$ cat src/slcs_pkg.sv
// shared types and codes of the sorted list cursor seek unit
`default_nettype none
package slcs_pkg;

    localparam int OPCODE_W  = 4;
    localparam int VALUE_W   = 64;
    localparam int STATUS_W  = 2;

    localparam logic [OPCODE_W-1:0] OP_CLEAR   = 4'd0;
    localparam logic [OPCODE_W-1:0] OP_APPEND  = 4'd1;
    localparam logic [OPCODE_W-1:0] OP_FIRST   = 4'd2;
    localparam logic [OPCODE_W-1:0] OP_NEXT    = 4'd3;
    localparam logic [OPCODE_W-1:0] OP_LAST    = 4'd4;
    localparam logic [OPCODE_W-1:0] OP_PREV    = 4'd5;
    localparam logic [OPCODE_W-1:0] OP_EXACT   = 4'd6;
    localparam logic [OPCODE_W-1:0] OP_OR_NEXT = 4'd7;
    localparam logic [OPCODE_W-1:0] OP_AFTER   = 4'd8;
    localparam logic [OPCODE_W-1:0] OP_OR_PREV = 4'd9;
    localparam logic [OPCODE_W-1:0] OP_BEFORE  = 4'd10;

    localparam logic [STATUS_W-1:0] ST_OK    = 2'd0;
    localparam logic [STATUS_W-1:0] ST_FULL  = 2'd1;
    localparam logic [STATUS_W-1:0] ST_ORDER = 2'd2;

    typedef enum logic [1:0] {
        POS_BEFORE = 2'd0,
        POS_ON     = 2'd1,
        POS_AFTER  = 2'd2
    } t_pos_kind;

    typedef struct packed {
        logic                found;
        logic [VALUE_W-1:0]  ordinal;
        logic [STATUS_W-1:0] status;
    } t_result;

endpackage
`default_nettype wire

$ cat src/slcs_cmd_if.sv
// command channel: opcode and value with valid/ready
`default_nettype none
interface slcs_cmd_if;
    import slcs_pkg::*;

    logic                valid;
    logic                ready;
    logic [OPCODE_W-1:0] opcode;
    logic [VALUE_W-1:0]  value;

    modport source (output valid, output opcode, output value, input ready);
    modport sink   (input valid, input opcode, input value, output ready);
endinterface
`default_nettype wire

$ cat src/slcs_ctrl.sv
// cursor sequencer: list bookkeeping, navigation and binary search over the memory
`default_nettype none
module slcs_ctrl #(
    parameter int LIST_DEPTH = 1024,
    parameter int IW         = 10,
    parameter int CW         = 11
) (
    input  wire logic                         i_clk,
    input  wire logic                         i_rst_n,
    slcs_cmd_if.sink                          i_cmd,
    output logic                              o_res_valid,
    input  wire logic                         i_res_ready,
    output slcs_pkg::t_result                 o_res,
    output logic                              o_mem_we,
    output logic      [IW-1:0]                o_mem_waddr,
    output logic      [slcs_pkg::VALUE_W-1:0] o_mem_wdata,
    output logic      [IW-1:0]                o_mem_raddr,
    input  wire logic [slcs_pkg::VALUE_W-1:0] i_mem_rdata
);
    import slcs_pkg::*;

    typedef enum logic [2:0] {
        S_IDLE,
        S_SRCH,
        S_RSLV,
        S_READ,
        S_EMIT
    } t_state;

    typedef struct packed {
        t_pos_kind     kind;
        logic [IW-1:0] index;
    } t_cursor;

    localparam t_cursor CUR_BEFORE = '{kind: POS_BEFORE, index: '0};
    localparam t_cursor CUR_AFTER  = '{kind: POS_AFTER, index: '0};

    function automatic t_cursor go_to(input logic [CW-1:0] idx, input logic [CW-1:0] cnt);
        t_cursor c;
        if (idx < cnt) begin
            c.kind  = POS_ON;
            c.index = idx[IW-1:0];
        end else begin
            c = CUR_AFTER;
        end
        return c;
    endfunction

    t_state              r_state, n_state;
    logic [CW-1:0]       r_count, n_count;
    t_cursor             r_cur, n_cur;
    logic [VALUE_W-1:0]  r_last, n_last;
    logic [VALUE_W-1:0]  r_cur_ord, n_cur_ord;
    logic [OPCODE_W-1:0] r_op, n_op;
    logic [VALUE_W-1:0]  r_target, n_target;
    logic [CW-1:0]       r_lo, n_lo;
    logic [CW-1:0]       r_hi, n_hi;
    logic [IW-1:0]       r_mid, n_mid;
    logic                r_chk_eq, n_chk_eq;
    t_result             r_res, n_res;

    logic                accept;
    logic                go_right;
    logic [CW-1:0]       s_lo, s_hi, s_mid;
    t_cursor             c;
    t_result             cur_report;

    assign i_cmd.ready  = (r_state == S_IDLE);
    assign accept       = i_cmd.valid && (r_state == S_IDLE);
    assign o_res_valid  = (r_state == S_EMIT);
    assign o_res        = r_res;
    assign o_mem_waddr  = r_count[IW-1:0];
    assign o_mem_wdata  = i_cmd.value;

    // report of an unmoved cursor
    always_comb begin
        cur_report.found   = (r_cur.kind == POS_ON);
        cur_report.ordinal = (r_cur.kind == POS_ON) ? r_cur_ord : '0;
        cur_report.status  = ST_OK;
    end

    always_comb begin
        n_state   = r_state;
        n_count   = r_count;
        n_cur     = r_cur;
        n_last    = r_last;
        n_cur_ord = r_cur_ord;
        n_op      = r_op;
        n_target  = r_target;
        n_lo      = r_lo;
        n_hi      = r_hi;
        n_mid     = r_mid;
        n_chk_eq  = r_chk_eq;
        n_res     = r_res;
        o_mem_we  = 1'b0;
        o_mem_raddr = r_mid;
        c         = r_cur;
        go_right  = 1'b0;
        s_lo      = r_lo;
        s_hi      = r_hi;
        s_mid     = '0;

        unique case (r_state)
            S_IDLE: begin
                if (accept) begin
                    n_op     = i_cmd.opcode;
                    n_target = i_cmd.value;
                    n_chk_eq = 1'b0;
                    n_state  = S_EMIT;
                    n_res    = cur_report;
                    unique case (i_cmd.opcode) inside
                        OP_CLEAR: begin
                            n_count = '0;
                            n_cur   = CUR_BEFORE;
                            n_res   = '{found: 1'b0, ordinal: '0, status: ST_OK};
                        end
                        OP_APPEND: begin
                            if (r_count == CW'(LIST_DEPTH)) begin
                                n_res.status = ST_FULL;
                            end else if (r_count != '0 && i_cmd.value < r_last) begin
                                n_res.status = ST_ORDER;
                            end else begin
                                o_mem_we = 1'b1;
                                n_count  = r_count + CW'(1);
                                n_last   = i_cmd.value;
                            end
                        end
                        OP_FIRST, OP_NEXT, OP_LAST, OP_PREV: begin
                            case (i_cmd.opcode)
                                OP_FIRST: c = go_to('0, r_count);
                                OP_NEXT: begin
                                    if (r_cur.kind == POS_BEFORE) begin
                                        c = go_to('0, r_count);
                                    end else if (r_cur.kind == POS_ON) begin
                                        c = go_to(CW'(r_cur.index) + CW'(1), r_count);
                                    end
                                end
                                OP_LAST: begin
                                    c = (r_count == '0) ? CUR_BEFORE
                                                        : go_to(r_count - CW'(1), r_count);
                                end
                                default: begin
                                    if (r_cur.kind == POS_AFTER) begin
                                        c = (r_count == '0) ? CUR_BEFORE
                                                            : go_to(r_count - CW'(1), r_count);
                                    end else if (r_cur.kind == POS_ON) begin
                                        c = (r_cur.index == '0) ? CUR_BEFORE
                                            : go_to(CW'(r_cur.index) - CW'(1), r_count);
                                    end
                                end
                            endcase
                            n_cur = c;
                            if (c.kind == POS_ON) begin
                                o_mem_raddr = c.index;
                                n_state     = S_READ;
                            end else begin
                                n_res = '{found: 1'b0, ordinal: '0, status: ST_OK};
                            end
                        end
                        OP_EXACT, OP_OR_NEXT, OP_AFTER, OP_OR_PREV, OP_BEFORE: begin
                            n_lo = '0;
                            n_hi = r_count;
                            if (r_count == '0) begin
                                n_state = S_RSLV;
                            end else begin
                                s_mid       = r_count >> 1;
                                n_mid       = s_mid[IW-1:0];
                                o_mem_raddr = s_mid[IW-1:0];
                                n_state     = S_SRCH;
                            end
                        end
                        default: ;
                    endcase
                end
            end
            S_SRCH: begin
                // read data belongs to r_mid; pick the half and issue the next probe
                if (r_op == OP_AFTER || r_op == OP_OR_PREV) begin
                    go_right = (i_mem_rdata <= r_target);
                end else begin
                    go_right = (i_mem_rdata < r_target);
                end
                if (go_right) begin
                    s_lo = CW'(r_mid) + CW'(1);
                end else begin
                    s_hi = CW'(r_mid);
                end
                s_mid = s_lo + ((s_hi - s_lo) >> 1);
                n_lo  = s_lo;
                n_hi  = s_hi;
                n_mid = s_mid[IW-1:0];
                o_mem_raddr = s_mid[IW-1:0];
                if (!(s_lo < s_hi)) begin
                    n_state = S_RSLV;
                end
            end
            S_RSLV: begin
                case (r_op) inside
                    OP_EXACT, OP_OR_NEXT, OP_AFTER: c = go_to(r_lo, r_count);
                    default: c = (r_lo == '0) ? CUR_BEFORE : go_to(r_lo - CW'(1), r_count);
                endcase
                n_chk_eq = (r_op == OP_EXACT);
                n_cur    = c;
                if (c.kind == POS_ON) begin
                    o_mem_raddr = c.index;
                    n_state     = S_READ;
                end else begin
                    n_res   = '{found: 1'b0, ordinal: '0, status: ST_OK};
                    n_state = S_EMIT;
                end
            end
            S_READ: begin
                if (r_chk_eq && i_mem_rdata != r_target) begin
                    n_cur = CUR_AFTER;
                    n_res = '{found: 1'b0, ordinal: '0, status: ST_OK};
                end else begin
                    n_cur_ord = i_mem_rdata;
                    n_res     = '{found: 1'b1, ordinal: i_mem_rdata, status: ST_OK};
                end
                n_state = S_EMIT;
            end
            S_EMIT: begin
                if (i_res_ready) begin
                    n_state = S_IDLE;
                end
            end
            default: n_state = S_IDLE;
        endcase
    end

    always_ff @(posedge i_clk) begin
        if (!i_rst_n) begin
            r_state <= S_IDLE;
            r_count <= '0;
            r_cur   <= CUR_BEFORE;
        end else begin
            r_state <= n_state;
            r_count <= n_count;
            r_cur   <= n_cur;
        end
        r_last    <= n_last;
        r_cur_ord <= n_cur_ord;
        r_op      <= n_op;
        r_target  <= n_target;
        r_lo      <= n_lo;
        r_hi      <= n_hi;
        r_mid     <= n_mid;
        r_chk_eq  <= n_chk_eq;
        r_res     <= n_res;
    end

endmodule
`default_nettype wire

$ cat src/flat_wrapper.sv
// flat-port wrapper written by rule: the top's interface ports become plain ports
module slcs_ctrl_flat import slcs_pkg::*;
#(
    parameter int LIST_DEPTH = 1024,
    parameter int IW         = 10,
    parameter int CW         = 11
)
  (i_clk, i_rst_n, o_res_valid, i_res_ready, o_res, o_mem_we, o_mem_waddr, o_mem_wdata, o_mem_raddr, i_mem_rdata, i_cmd_valid, i_cmd_opcode, i_cmd_value, i_cmd_ready);
  slcs_cmd_if i_cmd_i ();
  input  wire logic i_clk;
  input  wire logic i_rst_n;
  output logic o_res_valid;
  input  wire logic i_res_ready;
  output slcs_pkg::t_result o_res;
  output logic o_mem_we;
  output logic      [IW-1:0] o_mem_waddr;
  output logic      [slcs_pkg::VALUE_W-1:0] o_mem_wdata;
  output logic      [IW-1:0] o_mem_raddr;
  input  wire logic [slcs_pkg::VALUE_W-1:0] i_mem_rdata;
  input wire logic [$bits(i_cmd_i.valid)-1:0] i_cmd_valid;
  input wire logic [$bits(i_cmd_i.opcode)-1:0] i_cmd_opcode;
  input wire logic [$bits(i_cmd_i.value)-1:0] i_cmd_value;
  output wire logic [$bits(i_cmd_i.ready)-1:0] i_cmd_ready;
  assign i_cmd_i.valid = i_cmd_valid;
  assign i_cmd_i.opcode = i_cmd_opcode;
  assign i_cmd_i.value = i_cmd_value;
  assign i_cmd_ready = i_cmd_i.ready;
  slcs_ctrl #(.LIST_DEPTH(LIST_DEPTH), .IW(IW), .CW(CW)) u_core (.i_clk(i_clk), .i_rst_n(i_rst_n), .i_cmd(i_cmd_i), .o_res_valid(o_res_valid), .i_res_ready(i_res_ready), .o_res(o_res), .o_mem_we(o_mem_we), .o_mem_waddr(o_mem_waddr), .o_mem_wdata(o_mem_wdata), .o_mem_raddr(o_mem_raddr), .i_mem_rdata(i_mem_rdata));
endmodule
$ cat config.mk
export PLATFORM = sky130hd
export DESIGN_NAME = slcs_ctrl_flat
export DESIGN_NICKNAME = d
export VERILOG_FILES = /design/src/slcs_pkg.sv /design/src/slcs_cmd_if.sv /design/src/slcs_ctrl.sv /design/src/flat_wrapper.sv
export SDC_FILE = /design/constraint.sdc
export NUM_CORES = 1
export LEC_CHECK = 0
export ABC_CLOCK_PERIOD_IN_PS = 23200
export BUFFER_PORTS_ARGS = -buffer_cell sky130_fd_sc_hd__buf_2
export CAP_MARGIN = 20
export CELL_PAD_IN_SITES_DETAIL_PLACEMENT = 1
export CELL_PAD_IN_SITES_GLOBAL_PLACEMENT = 2
export CORE_MARGIN = 2
export CORE_UTILIZATION = 41
export DETAILED_ROUTE_END_ITERATION = 6
export MAX_ROUTING_LAYER = met4
export PLACE_DENSITY_LB_ADDON = 0.1
export SLEW_MARGIN = 0
export SYNTH_ARGS = -nofsm -noshare
export SYNTH_HDL_FRONTEND = slang
export SYNTH_SLANG_ARGS = --single-unit
$ cat constraint.sdc
create_clock -name i_clk -period 23.2 [get_ports i_clk]
set_clock_uncertainty 0.2 [all_clocks]
set_input_delay 4.64 -clock i_clk [delete_from_list [all_inputs] [get_ports i_clk]]
set_output_delay 4.64 -clock i_clk [all_outputs]
set_load 0.01 [all_outputs]
==> results of run 1 <==
worst max-delay path: cells and delay by family:
family | cells | cell delay (ns)
AOI/OAI and AO/OA | 12 | 3.27
adders and majority gates | 3 | 0.87
xor gates and xnor gates | 2 | 0.83
buffers and inverters | 5 | 0.76
and+or+nand+nor | 5 | 0.74
muxes | 1 | 0.33
worst paths after layout:
check	end	cells after the start
max	o_mem_raddr[9]	28
min	u_core.o_res[23]	1
max reg2reg	u_core.r_mid[9]	28
min reg2reg	u_core.o_res[23]	1
logic make-up after synthesis:
group	count (synthesis)
compound gates	464
xor+xnor	66
fa+ha+maj	203
buf+inv	321
flops	322
mux	17
simple gates	468
layer usage:
metal / share of wire / vias to the layer above
met1: 0.44 / 7555
met5: 0 / -
met4: 0.024 / 0
met2: 0.49 / 337
li1: - / 7266
met3: 0.041 / 83
placed cells by master (no fill, tap or decap), types with 7 or more instances in the layout:
cell and instances:
nor2_1 117, edfxtp_1 296, buf_4 16, a31oi_1 11, a221o_1 12, clkbuf_16 37, a211oi_1 16, nor4_1 17
o21a_1 10, or3_1 14, a22o_1 65, dfxtp_1 26, inv_1 174, buf_2 291, clkbuf_1 7, nand2b_1 11
nor3_1 41, clkinv_2 8, a221oi_1 10, xnor2_1 36, ha_1 200, and2_1 13, nand2_1 112, a21oi_1 125
clkinv_1 8, mux2_2 11, nor2b_1 17, and3_1 12, o221ai_1 9, a21o_1 25, o31ai_1 7, nand4_1 43
xor2_1 29, nand3_1 35, o21ai_0 93, o211ai_1 13
power by group through the flow:
stage,combinational (W),sequential (W),clock (W)
floorplan,0.000288,0.000712,0
global placement,0.000431,0.000712,0
detailed placement,0.000441,0.000713,0
CTS,0.000444,0.000701,0.000584
global route,0.000488,0.000704,0.000605
finish,0.000440,0.000700,0.000569
Yosys cell counts, types with 14 or more instances:
master and number:
edfxtp_1 296, xor2_1 29, o21ai_0 94, nand3_1 35
ha_1 200, nor4_1 17, nor2_1 118, clkbuf_1 55
a21oi_1 126, nor3_1 44, buf_4 76, nand4_1 43
nor2b_1 17, nand2_1 113, dfxtp_1 26, a21o_1 25
a211oi_1 16, a22o_1 65, inv_1 175, or3_1 14
xnor2_1 36
area by class of cell:
class,instances,area [um2]
Fill cell,5323,25200
Tap cell,615,769
Inverter,176,662
Timing Repair Buffer,307,1580
Antenna cell,1,2.50
Multi-Input combinational cell,1218,8870
Sequential cell,322,9410
Clock inverter,22,193
Clock buffer,44,952
stage by stage:
step | setup slack (ns) | utilization | std cells | power (W)
6_report | 6.90 | 0.471 | 2705 | 0.00171
5_1_grt | 6.34 | 0.471 | 2705 | 0.00180
4_1_cts | 6.77 | 0.471 | 2703 | 0.00173
3_5_place_dp | 6.81 | 0.447 | 2637 | 0.00115
3_3_place_gp | 7.07 | 0.447 | 2636 | 0.00114
2_1_floorplan | 8.50 | - | 1861 | 0.00100
registers in the layout (all words and copies together), names as in the netlist:
register          count
u_core.r_count       11
u_core.r_cur         12
u_core.r_last        64
u_core.r_op           4
u_core.o_res         67
u_core.r_target      64
u_core.r_state        3
u_core.r_mid         10
u_core.r_chk_eq       1
u_core.r_hi          11
u_core.r_lo          11
u_core.r_cur_ord     64
==> metrics.cfg, run 1 <==
[critical_path]
crit_path_max_fanout=29
crit_start=i_mem_rdata[42]
max_stage_delay_ns=0.68
worst_ep_required_time_ns=18.36
arrival_ns=11.46
cp_slowest_cell=a211oi_1
path_class=in -> out
startpoint_type=primary input
crit_path_end_kind=primary output
r2r_slack_ns=16.17
worstReg2RegStart=u_core.r_target[42]

[floorplanning]
die_width_um=224
rows=80
initial_core_util=0.415
core_mm2=0.0476
die_area_mm2=0.0500
fp.dieH_um=224
pin_count=290

[drt]
postRouteAntennaNets=0
wl_um=60500
drc=0
vias_per_cell=5.63
vias=15200
wl_per_cell_um=22.4
dr.pass1.iters=5
initialDrtViolationCount=861

[logic_synthesis]
synthSimpleGateAreaFrac=0.118
synth-adder-area-share=0.129
synth_top_family_by_area=compound AO/OA/AOI/OAI gates
synth_flop_cell=edfxtp_1
ys_ff_latch=322
async_flop_share=0
ys_warn_count=0
synth_edf_count=296
synth_compound_area_frac=0.160
muxShareOfSynthArea=0.00930
synth_nets=2199
synth.area.top_cells=edfxtp_1 (45%), ha_1 (13%), inv_1 (3.3%)
synthCells=1861
synth_top_area_cell=edfxtp_1
syn_area_mm2=0.0198
syn_area_per_cell_um2=10.6
seq_area_frac_synth=0.476
synth_xor_area_frac=0.0299
synth_top_area_share=0.450
yosysUniqueCellTypes=83

[final_layout]
nets=2400
syn2layout_area_growth_pct=13.5
finish.instance_area_mm2=0.0224
drive_above_1_share=0.192

[grt]
grt_max_degree=72
grt-busiest-layer=met2
grt_use_met1=0.312
globalRouteMet2Util=0.419
grt_usage=0.247
grt_use_met3=0.0345
grt_antenna_before_repair=1
grt_pass1_wl_um=92900
grt-ovfl-total=0
grt_pass1_vias=15600

[pwr]
p_seq_frac=0.410
clkPwrFrac=0.333
p_int_w=0.00117
powerDensity_mw_per_mm2=76.2
switchingPower_w=0.000539
p_comb_frac=0.257
vdd_drop_max_mv=0.0469
switching_share=0.315
p_leak_nw=9.35

[cts]
cts_inserted_buffers=37
cts-root-buf=clkbuf_16
cts_max_level=2
numClockSinks=322
tritoncts=built
cts_buffer_depth=3
post_cts_resized=0
clk_latency_ns=0.55
cts_setup_buffers=0
cts.reportedPaths.clkPinSlew_ns=0.06
hold_buffers=0

[timing]
fin_tns_setup_ns=0
worstMarginPinSlew_ns=1.02
hold_violations=0
timing.hold.ws_ns=0.333
setup_viol=0
slew_viol_final=0
rsz0062_at_grt=false
slew_headroom=0.318
fmaxAchievable_mhz=61.3
post-route-min-period_ns=16.30
period_share=0.703

[min_path]
min_from=u_core.r_cur_ord[21]
hold_path.class=reg -> reg

[placement]
gp_congestion=0.878
dpl_cell_area_mm2=0.0213
portBuffers=289
dpl.hpwl_um=46100

[status]
status=finished, final reports clean

[run]
max-cap-violations=0

Power figures use the tool's default switching activity.
==> inputs of run 2 (changes only) <==
--- a/config.mk
+++ b/config.mk
@@ -5,13 +5,13 @@
 export SDC_FILE = /design/constraint.sdc
 export NUM_CORES = 1
 export LEC_CHECK = 0
-export ABC_CLOCK_PERIOD_IN_PS = 23200
+export ABC_CLOCK_PERIOD_IN_PS = 13300
 export BUFFER_PORTS_ARGS = -buffer_cell sky130_fd_sc_hd__buf_2
 export CAP_MARGIN = 20
 export CELL_PAD_IN_SITES_DETAIL_PLACEMENT = 1
 export CELL_PAD_IN_SITES_GLOBAL_PLACEMENT = 2
 export CORE_MARGIN = 2
-export CORE_UTILIZATION = 41
+export CORE_UTILIZATION = 34
 export DETAILED_ROUTE_END_ITERATION = 6
 export MAX_ROUTING_LAYER = met4
 export PLACE_DENSITY_LB_ADDON = 0.1
==> constraint.sdc (replaced) <==
create_clock -name i_clk -period 13.3 [get_ports i_clk]
set_clock_uncertainty 0.2 [all_clocks]
set_input_delay 2.66 -clock i_clk [delete_from_list [all_inputs] [get_ports i_clk]]
set_output_delay 2.66 -clock i_clk [all_outputs]
set_load 0.01 [all_outputs]
==> metrics.cfg, run 2 (synthesis results as in run 1) <==
[final_layout]
diodes=0  ; -1
syn2layout_area_growth_pct=15.1
largest_reg_flops=67  ; unchanged
final_cell_mix=edfxtp_1 (296), buf_2 (289), ha_1 (200)
seqCellArea_mm2=0.00941  ; unchanged
finish.instance_area_mm2=0.0228  ; +1.4%
fillers=6426  ; +21%
post-route-util=0.395  ; -0.0757
multi_input_area_mm2=0.00887  ; about the same
layout_commonest_cell=edfxtp_1
drive_above_1_share=0.194  ; +0.00165
nets=2407  ; +0.29%

[cts]
cts.reportedPaths.clkPinSlew_ns=0.05  ; about the same
cts-root-buf=clkbuf_16
hold_buffers=0  ; unchanged
cts_setup_buffers=0  ; unchanged
clk_latency_ns=0.57  ; +0.02 ns
cts_inserted_buffers=41  ; +11%
post_cts_resized=0  ; unchanged
numClockSinks=322  ; unchanged
cts_max_level=2  ; unchanged
cts_buffer_depth=3  ; unchanged
tritoncts=built

[grt]
grt_usage=0.216  ; -0.0310
grt_max_degree=71  ; -1.4%
grt_pass1_wl_um=96200  ; +3.6%
grt_pass1_vias=15500  ; -1.1%
grt-ovfl-total=0  ; unchanged
grt_antenna_before_repair=0  ; -1

[placement]
dpl_cell_area_mm2=0.0215  ; +1.0%
dpl.hpwl_um=49000  ; +6.3%
gp_congestion=0.856  ; -2.4%
portBuffers=289  ; unchanged

[pwr]
p_leak_nw=9.43  ; +0.81%
powerDensity_mw_per_mm2=135  ; +78%
vdd_drop_max_mv=0.0894  ; +90%
p_total_w=0.00308  ; +80%

[timing]
fin_tns_setup_ns=0  ; unchanged
fmaxAchievable_mhz=80.7
post-route-min-period_ns=12.40
slew_headroom=0.320  ; +0.00142
slew_viol_final=0  ; unchanged
setup_viol=0  ; unchanged
rsz0062_at_grt=false
worstMarginPinSlew_ns=1.02  ; -0.00455 ns
timing.hold.ws_ns=0.330  ; -0.00378 ns
period_share=0.932
hold_violations=0  ; unchanged

[critical_path]
r2r_slack_ns=6.34  ; -9.83 ns
startpoint_type=primary input
worstReg2RegStart=u_core.r_target[55]
crit_path_max_fanout=10  ; -66%
arrival_ns=9.54  ; -1.92 ns
r2r_end=u_core.r_mid[9]
path_class=in -> out
r2r_cells=28  ; unchanged
crit_path_end_kind=primary output
worst_ep_required_time_ns=10.44  ; -7.92 ns

[floorplanning]
rows=88  ; +10%
die_width_um=245  ; +9.6%
die_area_mm2=0.0601  ; +20%
pin_count=290  ; unchanged
initial_core_util=0.343  ; -0.0716
fp.dieH_um=245  ; +9.6%
core_mm2=0.0576  ; +21%

[run]
max-cap-violations=0  ; unchanged

[drt]
wl_per_cell_um=22.3  ; -0.18%
drc=0  ; unchanged
dr.pass1.iters=5  ; unchanged
postRouteAntennaNets=0  ; unchanged
wl_um=63900  ; +5.6%
vias_per_cell=5.33  ; -5.3%
initialDrtViolationCount=868  ; +0.81%
vias=15300  ; +0.14%

[min_path]
hold_path.class=reg -> reg
min_to=u_core.o_res[28]
min_from=u_core.r_cur_ord[26]
hold_path_depth=1  ; unchanged

[status]
status=finished, final reports clean

-- run 2: final cells by class --
| cell class | instances | share of cell area |
|---|---|---|
| Clock buffer | 51 | 0.0477 |
| Clock inverter | 20 | 0.00737 |
| Inverter | 176 | 0.0291 |
| Multi-Input combinational cell | 1218 | 0.390 |
| Sequential cell | 322 | 0.413 |
| Tap cell | 765 | 0.0421 |
| Timing Repair Buffer | 310 | 0.0707 |
-- run 2: report_power, final --
part	internal, W	total, W	switching (W)
sequential	0.00118	0.00122	0.0000381
clock	0.000617	0.00107	0.000450
combinational	0.000287	0.000789	0.000501
total	0.00209	0.00308	0.000990
-- run 2: worst max path at each step --
stage	start	end	slack [ns]
6_report	i_mem_rdata[55]	o_mem_raddr[9]	0.90
5_1_grt	i_mem_rdata[55]	o_mem_raddr[9]	0.28
4_1_cts	i_mem_rdata[55]	o_mem_raddr[9]	0.80
3_5_place_dp	i_mem_rdata[55]	o_mem_raddr[9]	0.84
3_3_place_gp	i_mem_rdata[55]	o_mem_raddr[9]	1.03
2_1_floorplan	i_mem_rdata[14]	o_mem_raddr[9]	2.56
-- run 2: routing by layer --
metal  vias to the layer above  part of all wire  GRT usage
met5                         -                 0          -
met4                         0             0.021     0.0543
met1                      7576              0.46      0.287
met2                       333              0.47      0.351
li1                       7277                 -          -
met3                        77             0.043     0.0264
-- run 2: stage by stage --
| step | worst slack [ns] | cells |
|---|---|---|
| finish | 0.905 | 2862 |
| global route | 0.278 | 2862 |
| CTS | 0.803 | 2862 |
| detailed placement | 0.841 | 2791 |
| global placement | 1.03 | 2790 |
| floorplan | 2.56 | 1861 |
-- run 2: critical path: stages --
cell       delay, ns
buf_2           0.12
ha_1            0.32
nand4_1         0.22
nor3_1          0.46
a221oi_1        0.14
a21oi_1         0.25
a211oi_1        0.11
buf_4           0.19
o21ai_2         0.59
mux2i_1         0.40
inv_1           0.09
ha_1            0.31
nor2b_1         0.14
o21ai_0         0.20
a21boi_0        0.18
o31ai_1         0.36
nand2b_1        0.10
a211oi_1        0.24
nor2_1          0.07
ha_1            0.24
nor3_1          0.19
o21ai_0         0.14
a31o_2          0.27
a21oi_1         0.18
xor2_1          0.35
xnor3_1         0.43
o2111ai_1       0.36
buf_2           0.21
==> inputs of run 3 (changes only) <==
--- a/config.mk
+++ b/config.mk
@@ -5,7 +5,7 @@
 export SDC_FILE = /design/constraint.sdc
 export NUM_CORES = 1
 export LEC_CHECK = 0
-export ABC_CLOCK_PERIOD_IN_PS = 13300
+export ABC_CLOCK_PERIOD_IN_PS = 10300
 export BUFFER_PORTS_ARGS = -buffer_cell sky130_fd_sc_hd__buf_2
 export CAP_MARGIN = 20
 export CELL_PAD_IN_SITES_DETAIL_PLACEMENT = 1
==> constraint.sdc (replaced) <==
create_clock -name i_clk -period 10.3 [get_ports i_clk]
set_clock_uncertainty 0.2 [all_clocks]
set_input_delay 2.06 -clock i_clk [delete_from_list [all_inputs] [get_ports i_clk]]
set_output_delay 2.06 -clock i_clk [all_outputs]
set_load 0.01 [all_outputs]
==> metrics.cfg, run 3 (synthesis results as in run 1) <==
[min_path]
hold_path_depth=1  ; unchanged
min_from=u_core.r_cur_ord[2]
min_to=u_core.o_res[4]
hold_path.class=reg -> reg

[pwr]
p_leak_nw=9.60  ; +1.8%
powerDensity_mw_per_mm2=173  ; +28%
vdd_drop_max_mv=0.107  ; +19%

[final_layout]
largest_reg_flops=67  ; unchanged
seqCellArea_mm2=0.00941  ; unchanged
fillers=6524  ; +1.5%
nets=2445  ; +1.6%
layout_commonest_cell=edfxtp_1
final_cell_mix=edfxtp_1 (296), buf_2 (289), ha_1 (200)
syn2layout_area_growth_pct=16.8
drive_above_1_share=0.213  ; +0.0190
multi_input_area_mm2=0.00895  ; +0.99%

[placement]
gp_congestion=0.856  ; about the same
dpl.hpwl_um=49100  ; +0.28%
portBuffers=289  ; unchanged

[cts]
cts_max_level=2  ; unchanged
cts_inserted_buffers=39  ; -4.9%
numClockSinks=322  ; unchanged
cts.reportedPaths.clkPinSlew_ns=0.06  ; about the same
tritoncts=built
clk_latency_ns=0.56  ; about the same
cts-root-buf=clkbuf_16
cts_buffer_depth=3  ; unchanged

[critical_path]
cp_slowest_cell=mux2_2
crit_path_max_fanout=19  ; +9
max_stage_delay_ns=0.38  ; -0.21 ns
r2r_slack_ns=4.27  ; -2.07 ns
r2r_cells=29  ; +3.6%
worst_ep_required_time_ns=8.04  ; -2.40 ns
worstReg2RegStart=u_core.r_target[55]
startpoint_type=primary input
r2r_end=u_core.r_mid[9]
arrival_ns=7.58  ; -1.96 ns
crit_path_end_kind=primary output
path_class=in -> out

[drt]
vias_per_cell=5.31  ; -0.49%
initialDrtViolationCount=726  ; -16%
postRouteAntennaNets=0  ; unchanged
dr.pass1.iters=4  ; -1
wl_um=64000  ; about the same
drc=0  ; unchanged
wl_per_cell_um=22.1  ; -1.3%
vias=15400  ; +0.86%

[timing]
hold_violations=0  ; unchanged
slew_viol_final=0  ; unchanged
timing.hold.ws_ns=0.332  ; +0.00252 ns
setup_viol=0  ; unchanged
fin_tns_setup_ns=0  ; unchanged
period_share=0.955
rsz0062_at_grt=false
slew_headroom=0.304  ; -0.0157
post-route-min-period_ns=9.84
worstMarginPinSlew_ns=1.04  ; +0.0260 ns
fmaxAchievable_mhz=102

[grt]
grt_usage=0.217  ; about the same
grt_max_degree=98  ; +38%
grt_pass1_vias=15600  ; +0.76%
grt_pass1_wl_um=96400  ; +0.27%
grt_antenna_before_repair=1  ; +1
grt-ovfl-total=0  ; unchanged

[floorplanning]
initial_core_util=0.343  ; unchanged
die_area_mm2=0.0601  ; unchanged
die_width_um=245  ; unchanged
fp.dieH_um=245  ; unchanged
core_mm2=0.0576  ; unchanged
rows=88  ; unchanged
pin_count=290  ; unchanged

[run]
max-cap-violations=0  ; unchanged

[status]
status=finished, final reports clean

==> run 3: changes by cell type in the layout (fill, tap and decap cells not counted), moves of 2 or more <==
cell / before / now
clkbuf_1: 9 / 11
a21oi_1: 125 / 123
a211oi_1: 16 / 14
clkbuf_16: 42 / 39
buf_4: 20 / 59
o21ai_2: 2 / 4
o21ai_0: 93 / 89
clkinv_2: 10 / 7
nor3_1: 41 / 39
==> run 3: routing by layer <==
metal	up-vias	global-route usage	routed length (um)
li1	7356	-	-
met1	7619	0.286	29600
met2	339	0.349	30000
met3	81	0.0273	2750
met4	0	0.0608	1570
met5	-	-	0
==> run 3: area by class of cell <==
| class | count | share of cell area |
|---|---|---|
| diodes | 1 | 0.000108 |
| clock buffers | 50 | 0.0441 |
| clock inverters | 19 | 0.00694 |
| inverters | 176 | 0.0287 |
| multi-input cells | 1218 | 0.388 |
| flip-flops and latches | 322 | 0.407 |
| well taps | 765 | 0.0415 |
| repair buffers | 350 | 0.0835 |
==> run 3: worst max-delay path, delay by kind of cell <==
kind	cells	cell delay [ns]
xor+xnor	2	0.54
compound gates	10	1.81
fa+ha+maj	3	0.81
buf+inv	6	0.90
simple gates	6	1.03
mux	1	0.38
==> run 3: power by group <==
group,total [W],switching (W),internal (W)
clock network,0.00131,0.000558,0.000748
registers,0.00158,0.0000485,0.00153
logic,0.00111,0.000667,0.000439
==> run 3: worst max path at each step <==
stage,startpoint,to,cells past startpoint
finish,i_mem_rdata[55],o_mem_raddr[9],28
global route,i_mem_rdata[42],o_mem_raddr[8],28
CTS,i_mem_rdata[42],o_mem_raddr[9],29
detailed placement,i_mem_rdata[59],o_mem_raddr[9],28
global placement,i_mem_rdata[55],o_mem_raddr[9],28
floorplan,i_mem_rdata[14],o_mem_raddr[9],26
==> run 3: per-stage QoR <==
stage	total power (W)	setup WS, ns	std cells	instance area [um2]	util
finish	0.00399	0.459	2901	23100	0.401
global route	0.00421	0.0151	2900	23100	0.401
CTS	0.00403	0.0351	2898	23000	0.399
detailed placement	0.00270	0.0239	2829	21800	0.378
global placement	0.00269	0.0881	2828	21800	0.378
floorplan	0.00225	0.764	1861	19800	-
==> run 3: timing repair <==
item                                    4_1_cts  5_1_grt
gates resized for setup                       2       18
buffers inserted                              0        1
hold buffers                                  0        0
pin swaps                                     0        3
endpoints found under the setup margin        1        2
